[src/kmd_pkg.sv]
// ----------------------------------------------------------------------------
// kmd_pkg: shared types and constants of the key matrix debouncer
// Holds the per-lane control bundle, register codes and fixed constants.
// ----------------------------------------------------------------------------
`default_nettype none

package kmd_pkg;

  // Saturation ceiling of every key counter.
  localparam logic [7:0] COUNT_CEILING = 8'hFE;

  // Register reset values.
  localparam logic [7:0] THRESHOLD_RST = 8'd5;
  localparam logic [7:0] DISCARD_RST   = 8'd0;

  // Register index codes, taken from paddr[2].
  localparam logic REG_PRESS_THRESHOLD = 1'b0;
  localparam logic REG_DISCARD_FRAMES  = 1'b1;

  // Item kinds carried on the input tuser bit.
  localparam logic MODE_SAMPLE  = 1'b0;
  localparam logic MODE_RESTART = 1'b1;

  // Control bundle broadcast from the top level to every column lane.
  typedef struct packed {
    logic restart;  // clear all counters and stable bits
    logic update;   // write back the addressed row
    logic capture;  // adopt raw levels instead of integrating
  } kmd_ctrl_t;

endpackage

`default_nettype wire

[src/key_matrix_debounce_top.sv]
// ----------------------------------------------------------------------------
// key_matrix_debounce_top: integrating debouncer for a scanned key matrix
// A result is registered and appears in the cycle after its item is taken.
// Throughput: one item per cycle unless the result channel stalls; the row
// read-modify-write in the lanes completes in the cycle the item is taken.
// Reset: synchronous, active low; clears all counters, debounced states,
// the discard count and the capture flag, and loads the register defaults.
// ----------------------------------------------------------------------------
`default_nettype none

module key_matrix_debounce_top
  import kmd_pkg::*;
#(
  parameter int ROWS = 4,
  parameter int COLS = 8
) (
  input  wire logic        clk,
  input  wire logic        rst_n,
  // Input channel
  input  wire logic        in_tvalid,
  output logic             in_tready,
  input  wire logic [15:0] in_tdata,   // [1:0] row_index, [9:2] column_levels
  input  wire logic        in_tuser,   // [0] mode
  // Result channel
  output logic             out_tvalid,
  input  wire logic        out_tready,
  output logic [23:0]      out_tdata,  // [1:0] out_row, [9:2] changed_mask,
                                       // [17:10] stable_mask
  output logic             out_tuser,  // [0] discarding
  // Configuration port
  input  wire logic        cfg_psel,
  input  wire logic        cfg_penable,
  input  wire logic        cfg_pwrite,
  input  wire logic [2:0]  cfg_paddr,
  input  wire logic [31:0] cfg_pwdata,
  output logic [31:0]      cfg_prdata,
  output logic             cfg_pready
);

  localparam int RW = (ROWS > 1) ? $clog2(ROWS) : 1;

  // ---------------------------------------------------------------------------
  // Configuration registers. The register index is paddr[2]; writes land on
  // the access cycle of the transfer.
  // ---------------------------------------------------------------------------
  logic [7:0] threshold_r;
  logic [7:0] discard_cfg_r;
  logic       cfg_wr;

  assign cfg_pready = 1'b1;
  assign cfg_wr     = cfg_psel & cfg_penable & cfg_pwrite & cfg_pready;

  always_ff @(posedge clk) begin
    if (!rst_n) begin
      threshold_r   <= THRESHOLD_RST;
      discard_cfg_r <= DISCARD_RST;
    end else if (cfg_wr) begin
      case (cfg_paddr[2])
        REG_PRESS_THRESHOLD: threshold_r   <= cfg_pwdata[7:0];
        REG_DISCARD_FRAMES:  discard_cfg_r <= cfg_pwdata[7:0];
        default: ;
      endcase
    end
  end

  always_comb begin
    case (cfg_paddr[2])
      REG_PRESS_THRESHOLD: cfg_prdata = {24'd0, threshold_r};
      REG_DISCARD_FRAMES:  cfg_prdata = {24'd0, discard_cfg_r};
      default:             cfg_prdata = 32'd0;
    endcase
  end

  // ---------------------------------------------------------------------------
  // Input decode and handshake. The block takes a new item whenever the
  // output register is empty or is being drained in the same cycle.
  // ---------------------------------------------------------------------------
  logic            accept;
  logic            mode;
  logic [1:0]      row;
  logic [7:0]      levels;
  logic            restart;
  logic            in_range;
  logic            last_row;
  logic [RW-1:0]   ridx;
  logic [COLS-1:0] lane_levels;
  logic            out_valid;

  assign in_tready = ~out_valid | out_tready;
  assign accept    = in_tvalid & in_tready;

  assign mode     = in_tuser;
  assign row      = in_tdata[1:0];
  assign levels   = in_tdata[9:2];
  assign restart  = (mode == MODE_RESTART);
  assign in_range = (32'(row) < ROWS);
  assign last_row = (32'(row) == ROWS - 1);
  assign ridx     = RW'(row);

  // Columns past the eight input bits read as pressed (level zero).
  localparam int LW = (COLS > 8) ? COLS : 8;
  logic [LW-1:0] levels_w;
  assign levels_w    = LW'(levels);
  assign lane_levels = levels_w[COLS-1:0];

  // ---------------------------------------------------------------------------
  // Frame sequencing. After a restart, discard_left_r counts whole frames to
  // ignore; the frame after the last discarded one is the capture frame.
  // ---------------------------------------------------------------------------
  logic [7:0] discard_left_r, discard_left_nxt;
  logic       capture_r, capture_nxt;
  logic       discarding;
  kmd_ctrl_t  ctrl;

  assign discarding = (discard_left_r != 8'd0);

  always_comb begin
    discard_left_nxt = discard_left_r;
    capture_nxt      = capture_r;
    if (accept) begin
      if (restart) begin
        discard_left_nxt = discard_cfg_r;
        capture_nxt      = 1'b0;
      end else if (in_range) begin
        if (discarding) begin
          if (last_row) begin
            discard_left_nxt = discard_left_r - 8'd1;
            if (discard_left_r == 8'd1) begin
              capture_nxt = 1'b1;
            end
          end
        end else if (capture_r && last_row) begin
          capture_nxt = 1'b0;
        end
      end
    end
  end

  always_ff @(posedge clk) begin
    if (!rst_n) begin
      discard_left_r <= 8'd0;
      capture_r      <= 1'b0;
    end else begin
      discard_left_r <= discard_left_nxt;
      capture_r      <= capture_nxt;
    end
  end

  assign ctrl.restart = accept & restart;
  assign ctrl.update  = accept & ~restart & in_range & ~discarding;
  assign ctrl.capture = capture_r;

  // ---------------------------------------------------------------------------
  // Column lanes: one per matrix column, each owning that column's keys.
  // ---------------------------------------------------------------------------
  logic [COLS-1:0] lane_changed;
  logic [COLS-1:0] lane_stable;

  for (genvar c = 0; c < COLS; c++) begin : g_lane
    kmd_lane #(
      .ROWS (ROWS),
      .RW   (RW)
    ) u_lane (
      .clk       (clk),
      .rst_n     (rst_n),
      .ctrl      (ctrl),
      .row       (ridx),
      .level     (lane_levels[c]),
      .threshold (threshold_r),
      .changed   (lane_changed[c]),
      .stable    (lane_stable[c])
    );
  end

  // ---------------------------------------------------------------------------
  // Merge the lane bits into the result item and register it.
  // ---------------------------------------------------------------------------
  logic [1:0] res_row;
  logic [7:0] res_changed;
  logic [7:0] res_stable;
  logic       res_discarding;

  kmd_merge #(
    .COLS (COLS)
  ) u_merge (
    .clk            (clk),
    .rst_n          (rst_n),
    .load           (accept),
    .restart        (restart),
    .in_range       (in_range),
    .discard        (discarding),
    .row            (row),
    .lane_changed   (lane_changed),
    .lane_stable    (lane_stable),
    .take           (out_tready),
    .valid          (out_valid),
    .res_row        (res_row),
    .res_changed    (res_changed),
    .res_stable     (res_stable),
    .res_discarding (res_discarding)
  );

  assign out_tvalid = out_valid;
  assign out_tdata  = {6'd0, res_stable, res_changed, res_row};
  assign out_tuser  = res_discarding;

endmodule

`default_nettype wire

[src/kmd_lane.sv]
// ----------------------------------------------------------------------------
// kmd_lane: one column of the key matrix
// Stores the counter and debounced state of this column's key in every row
// and updates the addressed row on in-range samples outside discard frames.
// ----------------------------------------------------------------------------
`default_nettype none

module kmd_lane
  import kmd_pkg::*;
#(
  parameter int ROWS = 4,
  parameter int RW   = 2
) (
  input  wire logic          clk,
  input  wire logic          rst_n,
  input  wire kmd_ctrl_t     ctrl,
  input  wire logic [RW-1:0] row,
  input  wire logic          level,
  input  wire logic [7:0]    threshold,
  output logic               changed,
  output logic               stable
);

  logic [7:0] cnt_r [ROWS];
  logic       stb_r [ROWS];

  logic [7:0] cnt_cur;
  logic       stb_cur;
  logic       pressed;
  logic [7:0] cnt_step;
  logic [7:0] cnt_new;
  logic       stb_new;
  logic       chg_new;

  assign cnt_cur = cnt_r[row];
  assign stb_cur = stb_r[row];
  assign pressed = ~level;

  always_comb begin
    if (pressed) begin
      cnt_step = (cnt_cur < COUNT_CEILING) ? cnt_cur + 8'd1 : cnt_cur;
    end else begin
      cnt_step = (cnt_cur != 8'd0) ? cnt_cur - 8'd1 : cnt_cur;
    end

    cnt_new = cnt_step;
    stb_new = stb_cur;
    chg_new = 1'b0;
    if (ctrl.capture) begin
      cnt_new = pressed ? threshold : 8'd0;
      stb_new = pressed;
    end else if (!stb_cur && cnt_step >= threshold) begin
      stb_new = 1'b1;
      chg_new = 1'b1;
    end else if (stb_cur && cnt_step == 8'd0) begin
      stb_new = 1'b0;
      chg_new = 1'b1;
    end
  end

  assign changed = ctrl.update & chg_new;
  assign stable  = ctrl.update ? stb_new : stb_cur;

  always_ff @(posedge clk) begin
    if (!rst_n || ctrl.restart) begin
      for (int r = 0; r < ROWS; r++) begin
        cnt_r[r] <= 8'd0;
        stb_r[r] <= 1'b0;
      end
    end else if (ctrl.update) begin
      cnt_r[row] <= cnt_new;
      stb_r[row] <= stb_new;
    end
  end

endmodule

`default_nettype wire

[src/kmd_merge.sv]
// ----------------------------------------------------------------------------
// kmd_merge: result assembly and output register
// Gathers the lane bits into row masks, applies the item kind and holds the
// result until the downstream side takes it.
// ----------------------------------------------------------------------------
`default_nettype none

module kmd_merge
  import kmd_pkg::*;
#(
  parameter int COLS = 8
) (
  input  wire logic            clk,
  input  wire logic            rst_n,
  input  wire logic            load,
  input  wire logic            restart,
  input  wire logic            in_range,
  input  wire logic            discard,
  input  wire logic [1:0]      row,
  input  wire logic [COLS-1:0] lane_changed,
  input  wire logic [COLS-1:0] lane_stable,
  input  wire logic            take,
  output logic                 valid,
  output logic [1:0]           res_row,
  output logic [7:0]           res_changed,
  output logic [7:0]           res_stable,
  output logic                 res_discarding
);

  localparam int MW = (COLS > 8) ? COLS : 8;

  logic [MW-1:0] chg_w;
  logic [MW-1:0] stb_w;
  logic          valid_r, valid_nxt;
  logic [1:0]    row_r;
  logic [7:0]    chg_r;
  logic [7:0]    stb_r;
  logic          disc_r;

  assign chg_w = MW'(lane_changed);
  assign stb_w = MW'(lane_stable);

  assign valid_nxt = load | (valid_r & ~take);

  always_ff @(posedge clk) begin
    if (!rst_n) begin
      valid_r <= 1'b0;
    end else begin
      valid_r <= valid_nxt;
    end
  end

  always_ff @(posedge clk) begin
    if (load) begin
      row_r  <= restart ? 2'd0 : row;
      chg_r  <= (restart || !in_range || discard) ? 8'd0 : chg_w[7:0];
      stb_r  <= (restart || !in_range) ? 8'd0 : stb_w[7:0];
      disc_r <= !restart && in_range && discard;
    end
  end

  assign valid          = valid_r;
  assign res_row        = row_r;
  assign res_changed    = chg_r;
  assign res_stable     = stb_r;
  assign res_discarding = disc_r;

endmodule

`default_nettype wire

[config.mk]
export PLATFORM = sky130hd
export DESIGN_NAME = key_matrix_debounce_top
export DESIGN_NICKNAME = d
export VERILOG_FILES = /design/src/kmd_pkg.sv /design/src/key_matrix_debounce_top.sv /design/src/kmd_lane.sv /design/src/kmd_merge.sv
export SDC_FILE = /design/constraint.sdc
export NUM_CORES = 1
export LEC_CHECK = 0
export ABC_AREA = 1
export BUFFER_PORTS_ARGS = -buffer_cell sky130_fd_sc_hd__buf_2
export CAP_MARGIN = 20
export CORE_MARGIN = 2
export CORE_UTILIZATION = 38
export CTS_CLUSTER_DIAMETER = 40
export DETAILED_ROUTE_END_ITERATION = 8
export GPL_TIMING_DRIVEN = 1
export REMOVE_ABC_BUFFERS = 1
export SLEW_MARGIN = 20
export SYNTH_ARGS = -nofsm -noshare
export SYNTH_HDL_FRONTEND = slang
export SYNTH_SLANG_ARGS = --single-unit
[constraint.sdc]
create_clock -name clk -period 7.5 [get_ports clk]
set_input_delay 1.125 -clock clk [delete_from_list [all_inputs] [get_ports clk]]
set_output_delay 1.125 -clock clk [all_outputs]
set_load 0.01 [all_outputs]
# Word-level counts from Yosys, hierarchy flattened
# Memory sizes are Yosys's and may differ from the RTL's.
# Cells that the tools add are included.
# op_classes
reduce_logical	70
bitwise_logic	30
eq_ne	4
magnitude_cmp	16
addsub	17
muxes	158
# op_table
op	n
8-bit two-way mux	51
1-bit two-way mux	90
8-bit nonzero test	9
8-bit by 1-bit subtractor with 8-bit output, second input constant	9
8-bit by 1-bit adder with 8-bit output, second input constant	8
8-bit greater-or-equal comparator	8
8-bit zero test	8
8-bit less-than comparator, second input constant	8
32-bit one-hot mux with 2 select lines	1
8-bit OR reduction	8
2-bit two-way mux	16
1-bit logical AND	18
1-bit bitwise AND	15
1-bit inverter	13
1-bit zero test	10
8-bit by 1-bit == test with 1-bit output, second input constant	1
1-bit OR reduction	8
2-bit AND reduction	2
4-bit AND reduction	1
2-bit nonzero test	2
3-bit by 2-bit != test with 1-bit output, second input constant	1
3-bit != test, second input constant	1
3-bit AND reduction	1
3-bit nonzero test	1
3 further kinds	5
# word_totals
output_inout_bits	60
register_bits	45
memories	16
mem_bits_rw	288
inputBits	59
# memory_table
memory	words	word_bits	read_ports	rd_clocked_by_memory_dff	wr	line	rtl
g_lane[0].u_lane.cnt_r	4	8	1	0	4	kmd_lane.sv:24	logic [7:0] cnt_r [ROWS];
g_lane[1].u_lane.cnt_r	4	8	1	0	4	kmd_lane.sv:24	
g_lane[2].u_lane.cnt_r	4	8	1	0	4	kmd_lane.sv:24	
g_lane[3].u_lane.cnt_r	4	8	1	0	4	kmd_lane.sv:24	
g_lane[4].u_lane.cnt_r	4	8	1	0	4	kmd_lane.sv:24	
g_lane[5].u_lane.cnt_r	4	8	1	0	4	kmd_lane.sv:24	
10 more memories	--	--	--	--	--	--	

# Logic depth before layout (Yosys ltp)
# Gate-level depths: netlist of run 1.
# depth
ltp_word	10
ltp_mapped	30
depth_no_buf	28

# By module
# From an unflattened synthesis of run 1, not the netlist that was laid out.
# hier_totals
cells_unflattened	3527
area_unflattened_um2	24947.7
# modules_own_cells
module	instances	cells_each	seq_area_each_um2	area_per_inst_um2
kmd_lane (g_lane[0].u_lane ...)	6	408	1081.0	2816.5
kmd_lane (g_lane[2].u_lane)	1	387	1081.0	2900.3
kmd_lane (g_lane[7].u_lane)	1	384	1081.0	2716.4
key_matrix_debounce_top	1	242	500.5	1651.6
kmd_merge	1	66	590.6	780.7

# Worst setup path after synthesis of run 1
# No wires, ideal clock.
# synth_path
path_type	input to register
startpoint	input port in_tdata[0]
endpoint	memory g_lane[0].u_lane.cnt_r[3][0], enable pin
setup_slack_ns	-0.126
t_arrival_ns	7.016
n_path_buf	2
t_required_ns	6.889
stages	6
setup_ns	0.611
path_cell_list	buf_6 > nand2_8 > inv_6 > buf_6 > nor2_1 > o31ai_1
# synth_rtl
element	line	rtl
start: declaration	key_matrix_debounce_top.sv:22	input wire logic [15:0] in_tdata,
end: declaration	kmd_lane.sv:24	

==> impl_metrics.env, run 1 <==
export IMPL_cts_hold_buf=0
export IMPL_dpl_cell_area_um2=22800
export IMPL_nNetsFinal=2965
export IMPL_netlist_instances=2783
export IMPL_rows=88
export IMPL_worstRegToRegCells=12
export IMPL_setup_violations_final=0
export IMPL_synth_ff_type="edfxtp_1"
export IMPL_clock_sinks=333
export IMPL_critPathLaunchType="input pin"
export IMPL_period_minus_slack_ns=4.80
export IMPL_initial_core_util=0.383
export IMPL_yosysWarnings=0
export IMPL_syn_area_um2=22000
export IMPL_place_ws_ns=2.09
export IMPL_synth_avg_cell_area_um2=7.91
export IMPL_wl_per_cell_um=18.4
export IMPL_holdCritPathClass="flop to flop"
export IMPL_final_antenna_net_count=0
export IMPL_numCtsBuffers=57
export IMPL_final_hold_violation_count=0
export IMPL_ctsLongestPathBuffers=3
export IMPL_routed_wl_mm=66.8
export IMPL_drv_cap=0
export IMPL_max_vdd_ir_drop_uv=169
export IMPL_setup_tns_ns=0
export IMPL_timing_final_ws_setup_ns=2.70
export IMPL_grt_max_degree=77
export IMPL_finalWeightedCongestion=0.890
export IMPL_synth_commonest_cells="nand2_1 (701), nor2_1 (472), edfxtp_1 (307)"
export IMPL_clk_transition_reported_paths_ns=0.06
export IMPL_post_cts_buffers=0
export IMPL_finalInstanceArea_um2=24800
export IMPL_yosys_area_top_type="edfxtp_1"
export IMPL_antenna_found_initial=0
export IMPL_die_h_um=245
export IMPL_ys_seq_area_frac=0.442
export IMPL_finClkSkew_ns=0.0287
export IMPL_p_leak_nw=11.2
export IMPL_max_freq_mhz=208
export IMPL_criticalPathCategory="input pin to flop"
export IMPL_required_ns=7.82
export IMPL_netlist_area_leader_share=0.419
export IMPL_yosysMostFrequentCell="nand2_1"
export IMPL_drc=0
export IMPL_critPathMaxFanout=42
export IMPL_cts_resized=0
export IMPL_dr_pass1_iters=5
export IMPL_synth_cell_type_count=50
export IMPL_power_density_nw_per_um2=247
export IMPL_clock_latency_ns=0.63
export IMPL_endpoint_kind="flop"
export IMPL_cp_arrival_ns=5.11
export IMPL_grt_pass1_wl_mm=103
export IMPL_synthToLayoutAreaGrowth_pct=12.8
export IMPL_worst_pin_slew_ns=1.13
export IMPL_synth_edff_count=307
export IMPL_dp_hpwl_mm=40.9
export IMPL_power_mw=6.15
export IMPL_drive_above_1_share=0.139
export IMPL_htreeDepth=2
export IMPL_first_iter_violations=1437
export IMPL_grtUsageTotal=0.222
export IMPL_rsz0062_at_grt="false"
export IMPL_fp_coreArea_um2=57500
export IMPL_cts_tree="yes"
export IMPL_max_slew_margin=0.244
export IMPL_antenna_cells=0
export IMPL_synth_area_leaders="edfxtp_1 (42%), nand2_1 (12%), nor2_1 (8.0%), ha_1 (5.1%), inv_1 (4.8%)"
export IMPL_dieArea_um2=59900
export IMPL_grt_pass1_vias=18300
export IMPL_slew_violations=0
export IMPL_io_buffers=55
export IMPL_min_period_over_period=0.640
export IMPL_overflow=0
export IMPL_routed_via_density=5.22
export IMPL_ios=119
export IMPL_ys_seq_elements=333
export IMPL_async_flop_share=0
export IMPL_num_vias=19000
export IMPL_root_buffer="clkbuf_16"
export IMPL_min_path_cells=2
export IMPL_die_w_um=245
export IMPL_status="finished, final reports clean"
-- registers in the layout, indices dropped and copies added, names as in the netlist --
register                count
g_lane.u_lane.cnt_r       256
g_lane.u_lane.stb_r        32
discard_cfg_r               8
discard_left_r              8
threshold_r                 8
u_merge.res_changed         8
u_merge.res_stable          8
u_merge.res_row             2
capture_r                   1
u_merge.res_discarding      1
u_merge.valid               1
-- per-layer routing --
layer  GRT usage  part of all wire  up-vias
li1            -                 -     9143
met1       0.297              0.44     9041
met2       0.369              0.46      663
met3      0.0380             0.068      118
met4      0.0660             0.027        0
met5           0                 0        -
-- cell families after synthesis --
family	share of synthesized area
xor gates and xnor gates	0.0127
DFF	0.442
other	0.000341
adders and majority gates	0.0511
buffers and inverters	0.0925
AOI/OAI and AO/OA	0.0870
and+or+nand+nor	0.314
-- critical path: stages --
cell	delay [ns]
buf_4	0.28
buf_4	0.53
nand2_8	0.18
inv_6	0.40
nand2_1	0.12
nand3_2	0.21
inv_2	0.09
ha_1	0.21
nand4_1	0.10
nor2_1	0.08
nand3_2	0.16
nand2_1	0.07
o21ai_1	0.11
nand2_1	0.12
inv_1	0.11
ha_1	0.24
nand2_1	0.09
nor2_1	0.06
nand2_1	0.07
o211ai_1	0.08
a21oi_1	0.16
nand2_1	0.07
nand2_1	0.08
inv_1	0.04
nand2_1	0.09
nand2_1	0.07
nand2_2	0.07
nor2_1	0.05
-- area by class of cell --
cell class,count,area [µm²]
fillers,5752,32600
multi-input cells,2034,10400
flip-flops and latches,333,9740
clock buffers,62,1460
inverters,309,1170
well taps,765,957
clock inverters,46,589
repair buffers,81,513
-- report_power, final --
group	leakage [nW]	internal, mW	total (mW)	switching, mW
clock network	0.977	1.80	2.78	0.988
registers	3.47	2.16	2.20	0.0376
logic	6.76	0.343	1.17	0.826
total	11.2	4.30	6.15	1.85
-- final timing paths --
kind                                   startpoint                           end  slack, ns
worst max-delay path                  in_tdata[0]     g_lane[0].u_lane.stb_r[1]       2.70
worst min register to register  discard_left_r[6]             discard_left_r[6]       0.49
worst min-delay path            discard_left_r[6]             discard_left_r[6]       0.49
worst max register to register  discard_left_r[0]  g_lane[7].u_lane.cnt_r[0][5]       3.71
-- cells in the final DEF, fill, tap and decap left out, drive strengths merged, types with 11 or more instances in the layout --
| master | count |
|---|---|
| a22oi | 56 |
| xor2 | 23 |
| ha | 90 |
| buf | 81 |
| clkinv | 20 |
| nand4 | 35 |
| nand2 | 743 |
| or2 | 23 |
| nor3 | 12 |
| conb | 31 |
| dfxtp | 26 |
| nand3 | 224 |
| o211ai | 11 |
| edfxtp | 307 |
| nor2 | 530 |
| o21ai | 124 |
| clkbuf | 62 |
| a21oi | 103 |
| inv | 315 |
| bufinv | 11 |
-- metrics by stage --
stage / hold WS, ns / util / instances
6_report: 0.490 / 0.432 / 3630
5_1_grt: 0.513 / 0.432 / 3630
4_1_cts: 0.486 / 0.432 / 3630
3_5_place_dp: 0.477 / 0.397 / 3522
3_3_place_gp: 0.467 / 0.397 / 3522
2_1_floorplan: 0.439 / - / 2676
(Power assumes the default switching activity.)
==> run 2, diff against run 1 <==
==> constraint.sdc (replaced) <==
create_clock -name clk -period 4.8 [get_ports clk]
set_input_delay 0.72 -clock clk [delete_from_list [all_inputs] [get_ports clk]]
set_output_delay 0.72 -clock clk [all_outputs]
set_load 0.01 [all_outputs]
==> impl_metrics.env, run 2 (synthesis results as in run 1) <==
export IMPL_place_ws_ns=0.300
export IMPL_synthToLayoutAreaGrowth_pct=14.4
export IMPL_clock_sinks=333
export IMPL_dp_cells=3550
export IMPL_dpl_cell_area_um2=23100
export IMPL_slew_violations=0
export IMPL_r2r_end="u_merge.res_stable[1]"
export IMPL_switching_share=0.307
export IMPL_routed_via_density=5.20
export IMPL_rsz0062_at_grt="false"
export IMPL_status="finished, final reports clean"
export IMPL_initial_core_util=0.383
export IMPL_min_from="cfg_pwdata[0]"
export IMPL_final_antenna_net_count=0
export IMPL_die_h_um=245
export IMPL_min_to="threshold_r[0]"
export IMPL_min_period_over_period=0.823
export IMPL_routed_wl_mm=67.1
export IMPL_antenna_found_initial=1
export IMPL_seq_power_share=0.353
export IMPL_drv_cap=0
export IMPL_ios=119
export IMPL_critPathLaunchType="input pin"
export IMPL_critPathMaxFanout=26
export IMPL_clk_transition_reported_paths_ns=0.05
export IMPL_largest_registers="g_lane.u_lane.cnt_r (256), g_lane.u_lane.stb_r (32)"
export IMPL_critical_path_most_common_cell="nand2_1"
export IMPL_post_cts_buffers=0
export IMPL_max_vdd_ir_drop_uv=279
export IMPL_dr_pass1_iters=6
export IMPL_clock_latency_ns=0.62
export IMPL_grt_pass1_vias=18200
export IMPL_drc=0
export IMPL_dieArea_um2=59900
export IMPL_criticalPathCategory="input pin to flop"
export IMPL_p_leak_nw=11.4
export IMPL_final_hold_violation_count=0
export IMPL_endpoint_kind="flop"
export IMPL_worst_pin_slew_ns=1.12
export IMPL_worst_r2r_setup_slack_ns=1.28
export IMPL_io_buffers=55
export IMPL_fp_coreArea_um2=57500
export IMPL_nNetsFinal=2995
export IMPL_final_common_cell="nand2_1"
export IMPL_cts_tree="yes"
export IMPL_finalInstanceArea_um2=25200
export IMPL_worstRegToRegCells=26
export IMPL_period_minus_slack_ns=3.95
export IMPL_grt_pass1_wl_mm=103
export IMPL_root_buffer="clkbuf_16"
export IMPL_ctsLongestPathBuffers=3
export IMPL_regMostFlops="g_lane.u_lane.cnt_r"
export IMPL_switchingPower_mw=2.98
export IMPL_first_iter_violations=1801
export IMPL_dp_hpwl_mm=42.5
export IMPL_whs_ns=0.336
export IMPL_numCtsBuffers=59
export IMPL_htreeDepth=2
export IMPL_crit_path_max_incr_delay_ns=0.29
export IMPL_num_vias=19000
export IMPL_rows=88
export IMPL_power_density_nw_per_um2=385
export IMPL_finalWeightedCongestion=0.916
export IMPL_die_w_um=245
export IMPL_max_freq_mhz=253
export IMPL_worstReg2RegStart="g_lane[1].u_lane.cnt_r[0][1]"
export IMPL_final_cell_mix="nand2_1 (698), nor2_1 (472), edfxtp_1 (307), inv_1 (280), nand3_1 (190)"
export IMPL_finClkSkew_ns=0.0153
export IMPL_cp_arrival_ns=4.30
export IMPL_setup_violations_final=0
export IMPL_power_mw=9.70
export IMPL_p_int_mw=6.72
export IMPL_fillers=5738
export IMPL_clkPwrFrac=0.454
export IMPL_min_path_cells=3
export IMPL_grt_max_degree=73
export IMPL_cts_hold_buf=0
export IMPL_holdCritPathClass="input pin to flop"
export IMPL_largest_reg_flops=256
export IMPL_wl_per_cell_um=18.3
export IMPL_required_ns=5.15
export IMPL_p_comb_frac=0.192
export IMPL_grtUsageTotal=0.222
export IMPL_max_slew_margin=0.254
export IMPL_cts_resized=0
export IMPL_timing_final_ws_setup_ns=0.848
export IMPL_overflow=0
export IMPL_antenna_cells=0
export IMPL_drive_above_1_share=0.148
export IMPL_setup_tns_ns=0
export IMPL_slowest_stage="buf_4"
export IMPL_layout_cells_non_filler=3662
export IMPL_fin_util=0.438
run 2: cell types whose count changed in the layout (fill, tap and decap cells not counted), sizes merged:
cell,delta
buf,+28
bufinv,-3
clkbuf,+4
clkinv,-6
clkinvlp,-4
inv,+13
run 2: worst max-delay path by stage:
stage,to,start,slack (ns)
floorplan,g_lane[0].u_lane.cnt_r[3][0],in_tdata[1],-2.22
global placement,g_lane[7].u_lane.stb_r[1],in_tdata[1],0.30
detailed placement,g_lane[1].u_lane.stb_r[0],in_tdata[1],0.30
CTS,g_lane[1].u_lane.stb_r[0],in_tdata[1],0.95
global route,g_lane[0].u_lane.stb_r[0],in_tdata[1],0.51
finish,u_merge.res_stable[1],in_tdata[1],0.85
run 2: cell type report:
type	instances	area (µm²)	share of cell area
Clock buffer	66	1520	0.0605
Clock inverter	46	567	0.0225
Inverter	309	1170	0.0464
Multi-Input combinational cell	2034	10400	0.414
Sequential cell	333	9740	0.387
Tap cell	765	957	0.0380
Timing Repair Buffer	109	811	0.0322
run 2: power groups by stage:
stage | logic [mW] | clock network [mW] | registers (mW)
2_1_floorplan | 1.26 | 0 | 3.49
3_3_place_gp | 1.82 | 0 | 3.48
3_5_place_dp | 1.85 | 0 | 3.48
4_1_cts | 1.86 | 4.47 | 3.43
5_1_grt | 2.10 | 4.59 | 3.44
6_report | 1.87 | 4.41 | 3.43
run 2: metal layers:
| metal | routed length, µm | global-route usage |
|---|---|---|
| met5 | 0 | 0 |
| met4 | 2190 | 0.0787 |
| met3 | 4910 | 0.0407 |
| met2 | 31100 | 0.362 |
| met1 | 28900 | 0.296 |
run 2: critical path: cells and delay by family:
family / cells / cell delay (ns)
adders and majority gates: 2 / 0.49
buffers and inverters: 7 / 1.01
and+or+nand+nor: 15 / 1.58
AOI/OAI and AO/OA: 4 / 0.44
==> run 3, diff against run 2 <==
==> constraint.sdc (replaced) <==
create_clock -name clk -period 3.6 [get_ports clk]
set_input_delay 0.54 -clock clk [delete_from_list [all_inputs] [get_ports clk]]
set_output_delay 0.54 -clock clk [all_outputs]
set_load 0.01 [all_outputs]
==> impl_metrics.env, run 3 (synthesis results as in run 1) <==
export IMPL_antenna_found_initial=0
export IMPL_place_ws_ns=-0.420
export IMPL_clock_sinks=333
export IMPL_die_h_um=245
export IMPL_finalWeightedCongestion=0.876
export IMPL_holdCritPathClass="input pin to flop"
export IMPL_worst_pin_slew_ns=1.06
export IMPL_fin_util=0.490
export IMPL_root_buffer="clkbuf_16"
export IMPL_antenna_cells=0
export IMPL_drv_cap=0
export IMPL_final_cell_mix="nand2_1 (695), nor2_1 (467), buf_4 (380), edfxtp_1 (307), inv_1 (279)"
export IMPL_max_freq_mhz=297
export IMPL_clock_latency_ns=0.63
export IMPL_drc=0
export IMPL_period_minus_slack_ns=3.37
export IMPL_fp_coreArea_um2=57500
export IMPL_ctsLongestPathBuffers=3
export IMPL_rows=88
export IMPL_p_leak_nw=13.2
export IMPL_numCtsBuffers=60
export IMPL_nNetsFinal=3349
export IMPL_routed_wl_mm=70.9
export IMPL_status="finished, final reports clean"
export IMPL_dp_hpwl_mm=47.5
export IMPL_setup_tns_ns=0
export IMPL_criticalPathCategory="input pin to flop"
export IMPL_regMostFlops="g_lane.u_lane.cnt_r"
export IMPL_overflow=0
export IMPL_max_vdd_ir_drop_uv=393
export IMPL_ios=119
export IMPL_finalInstanceArea_um2=28200
export IMPL_drive_above_1_share=0.246
export IMPL_largest_registers="g_lane.u_lane.cnt_r (256), g_lane.u_lane.stb_r (32)"
export IMPL_endpoint_kind="flop"
export IMPL_clk_transition_reported_paths_ns=0.06
export IMPL_register_area_um2=9740
export IMPL_slew_violations=0
export IMPL_critPathMaxFanout=10
export IMPL_routed_via_density=5.08
export IMPL_initial_core_util=0.383
export IMPL_grt_pass1_vias=19800
export IMPL_final_antenna_net_count=0
export IMPL_fillers=5468
export IMPL_timing_final_ws_setup_ns=0.229
export IMPL_die_w_um=245
export IMPL_synthToLayoutAreaGrowth_pct=27.9
export IMPL_dr_pass1_iters=5
export IMPL_grtUsageTotal=0.235
export IMPL_required_ns=3.96
export IMPL_largest_reg_flops=256
export IMPL_dpl_cell_area_um2=25700
export IMPL_power_density_nw_per_um2=489
export IMPL_critPathLaunchType="input pin"
export IMPL_max_slew_margin=0.296
export IMPL_num_vias=20400
export IMPL_min_period_over_period=0.936
export IMPL_htreeDepth=2
export IMPL_first_iter_violations=1560
export IMPL_dieArea_um2=59900
export IMPL_setup_violations_final=0
export IMPL_grt_max_degree=74
export IMPL_cp_arrival_ns=3.73
export IMPL_io_buffers=55
export IMPL_finClkSkew_ns=0.0325
export IMPL_cts_tree="yes"
export IMPL_grt_pass1_wl_mm=110
export IMPL_power_mw=13.8
export IMPL_final_hold_violation_count=0
export IMPL_final_common_cell="nand2_1"
export IMPL_multi_input_area_um2=10500
export IMPL_wl_per_cell_um=17.6
[run 3: timing repair]
action	4_1_cts	5_1_grt
resized for setup	0	37
setup endpoints to repair	0	30
setup buffers	0	9
endpoints found under the hold margin	0	0
hold buffers	0	0
[run 3: path summary, 6_finish.rpt]
| kind | cells after the start | to | startpoint | slack, ns |
|---|---|---|---|---|
| worst min-delay path | 3 | threshold_r[0] | cfg_pwdata[0] | 0.15 |
| worst max register to register | 27 | g_lane[0].u_lane.stb_r[0] | g_lane[0].u_lane.cnt_r[1][1] | 0.33 |
| worst max-delay path | 28 | u_merge.res_stable[5] | in_tdata[0] | 0.23 |
| worst min register to register | 2 | discard_cfg_r[5] | discard_cfg_r[5] | 0.48 |
[run 3: area by class of cell]
class	instances	share of cell area
clock buffer	70	0.0572
inverter	309	0.0418
timing repair buffer	462	0.128
tap	765	0.0340
sequential	333	0.346
clock inverter	44	0.0203
multi-input combinational	2034	0.373
[run 3: power breakdown]
group	switching (mW)	total (mW)	internal, mW
combinational	1.88	3.12	1.23
sequential	0.0726	4.57	4.49
clock	2.12	6.09	3.97
[run 3: stage by stage]
stage               hold WS [ns]  std cells
detailed placement         0.473       3893
global placement           0.467       3893
finish                     0.150       4017
global route               0.153       4017
CTS                        0.130       4007
floorplan                  0.439       2676
[run 3: critical path, cell delays in order]
cell      delay, ns
buf_6          0.15
buf_6          0.16
nor2_4         0.05
buf_12         0.12
buf_4          0.18
nand2_1        0.07
nand2_1        0.05
nor2_2         0.25
inv_2          0.09
nor3_4         0.24
buf_4          0.15
nand3_1        0.07
nand3_1        0.09
nand2_1        0.09
inv_1          0.09
ha_1           0.24
a21oi_1        0.15
o21ai_0        0.10
nand2_1        0.08
o211ai_1       0.08
a21oi_1        0.14
nand2_1        0.07
nand2_1        0.08
inv_1          0.05
nand2_2        0.07
nand3_1        0.06
nand2_1        0.13
inv_1          0.05
[run 3: layer usage]
metal | vias up | GRT usage | share of wire
met5 | - | 0 | 0
met4 | 0 | 0.0834 | 0.035
met3 | 154 | 0.0420 | 0.078
met1 | 9635 | 0.307 | 0.42
met2 | 684 | 0.391 | 0.46
li1 | 9936 | - | -
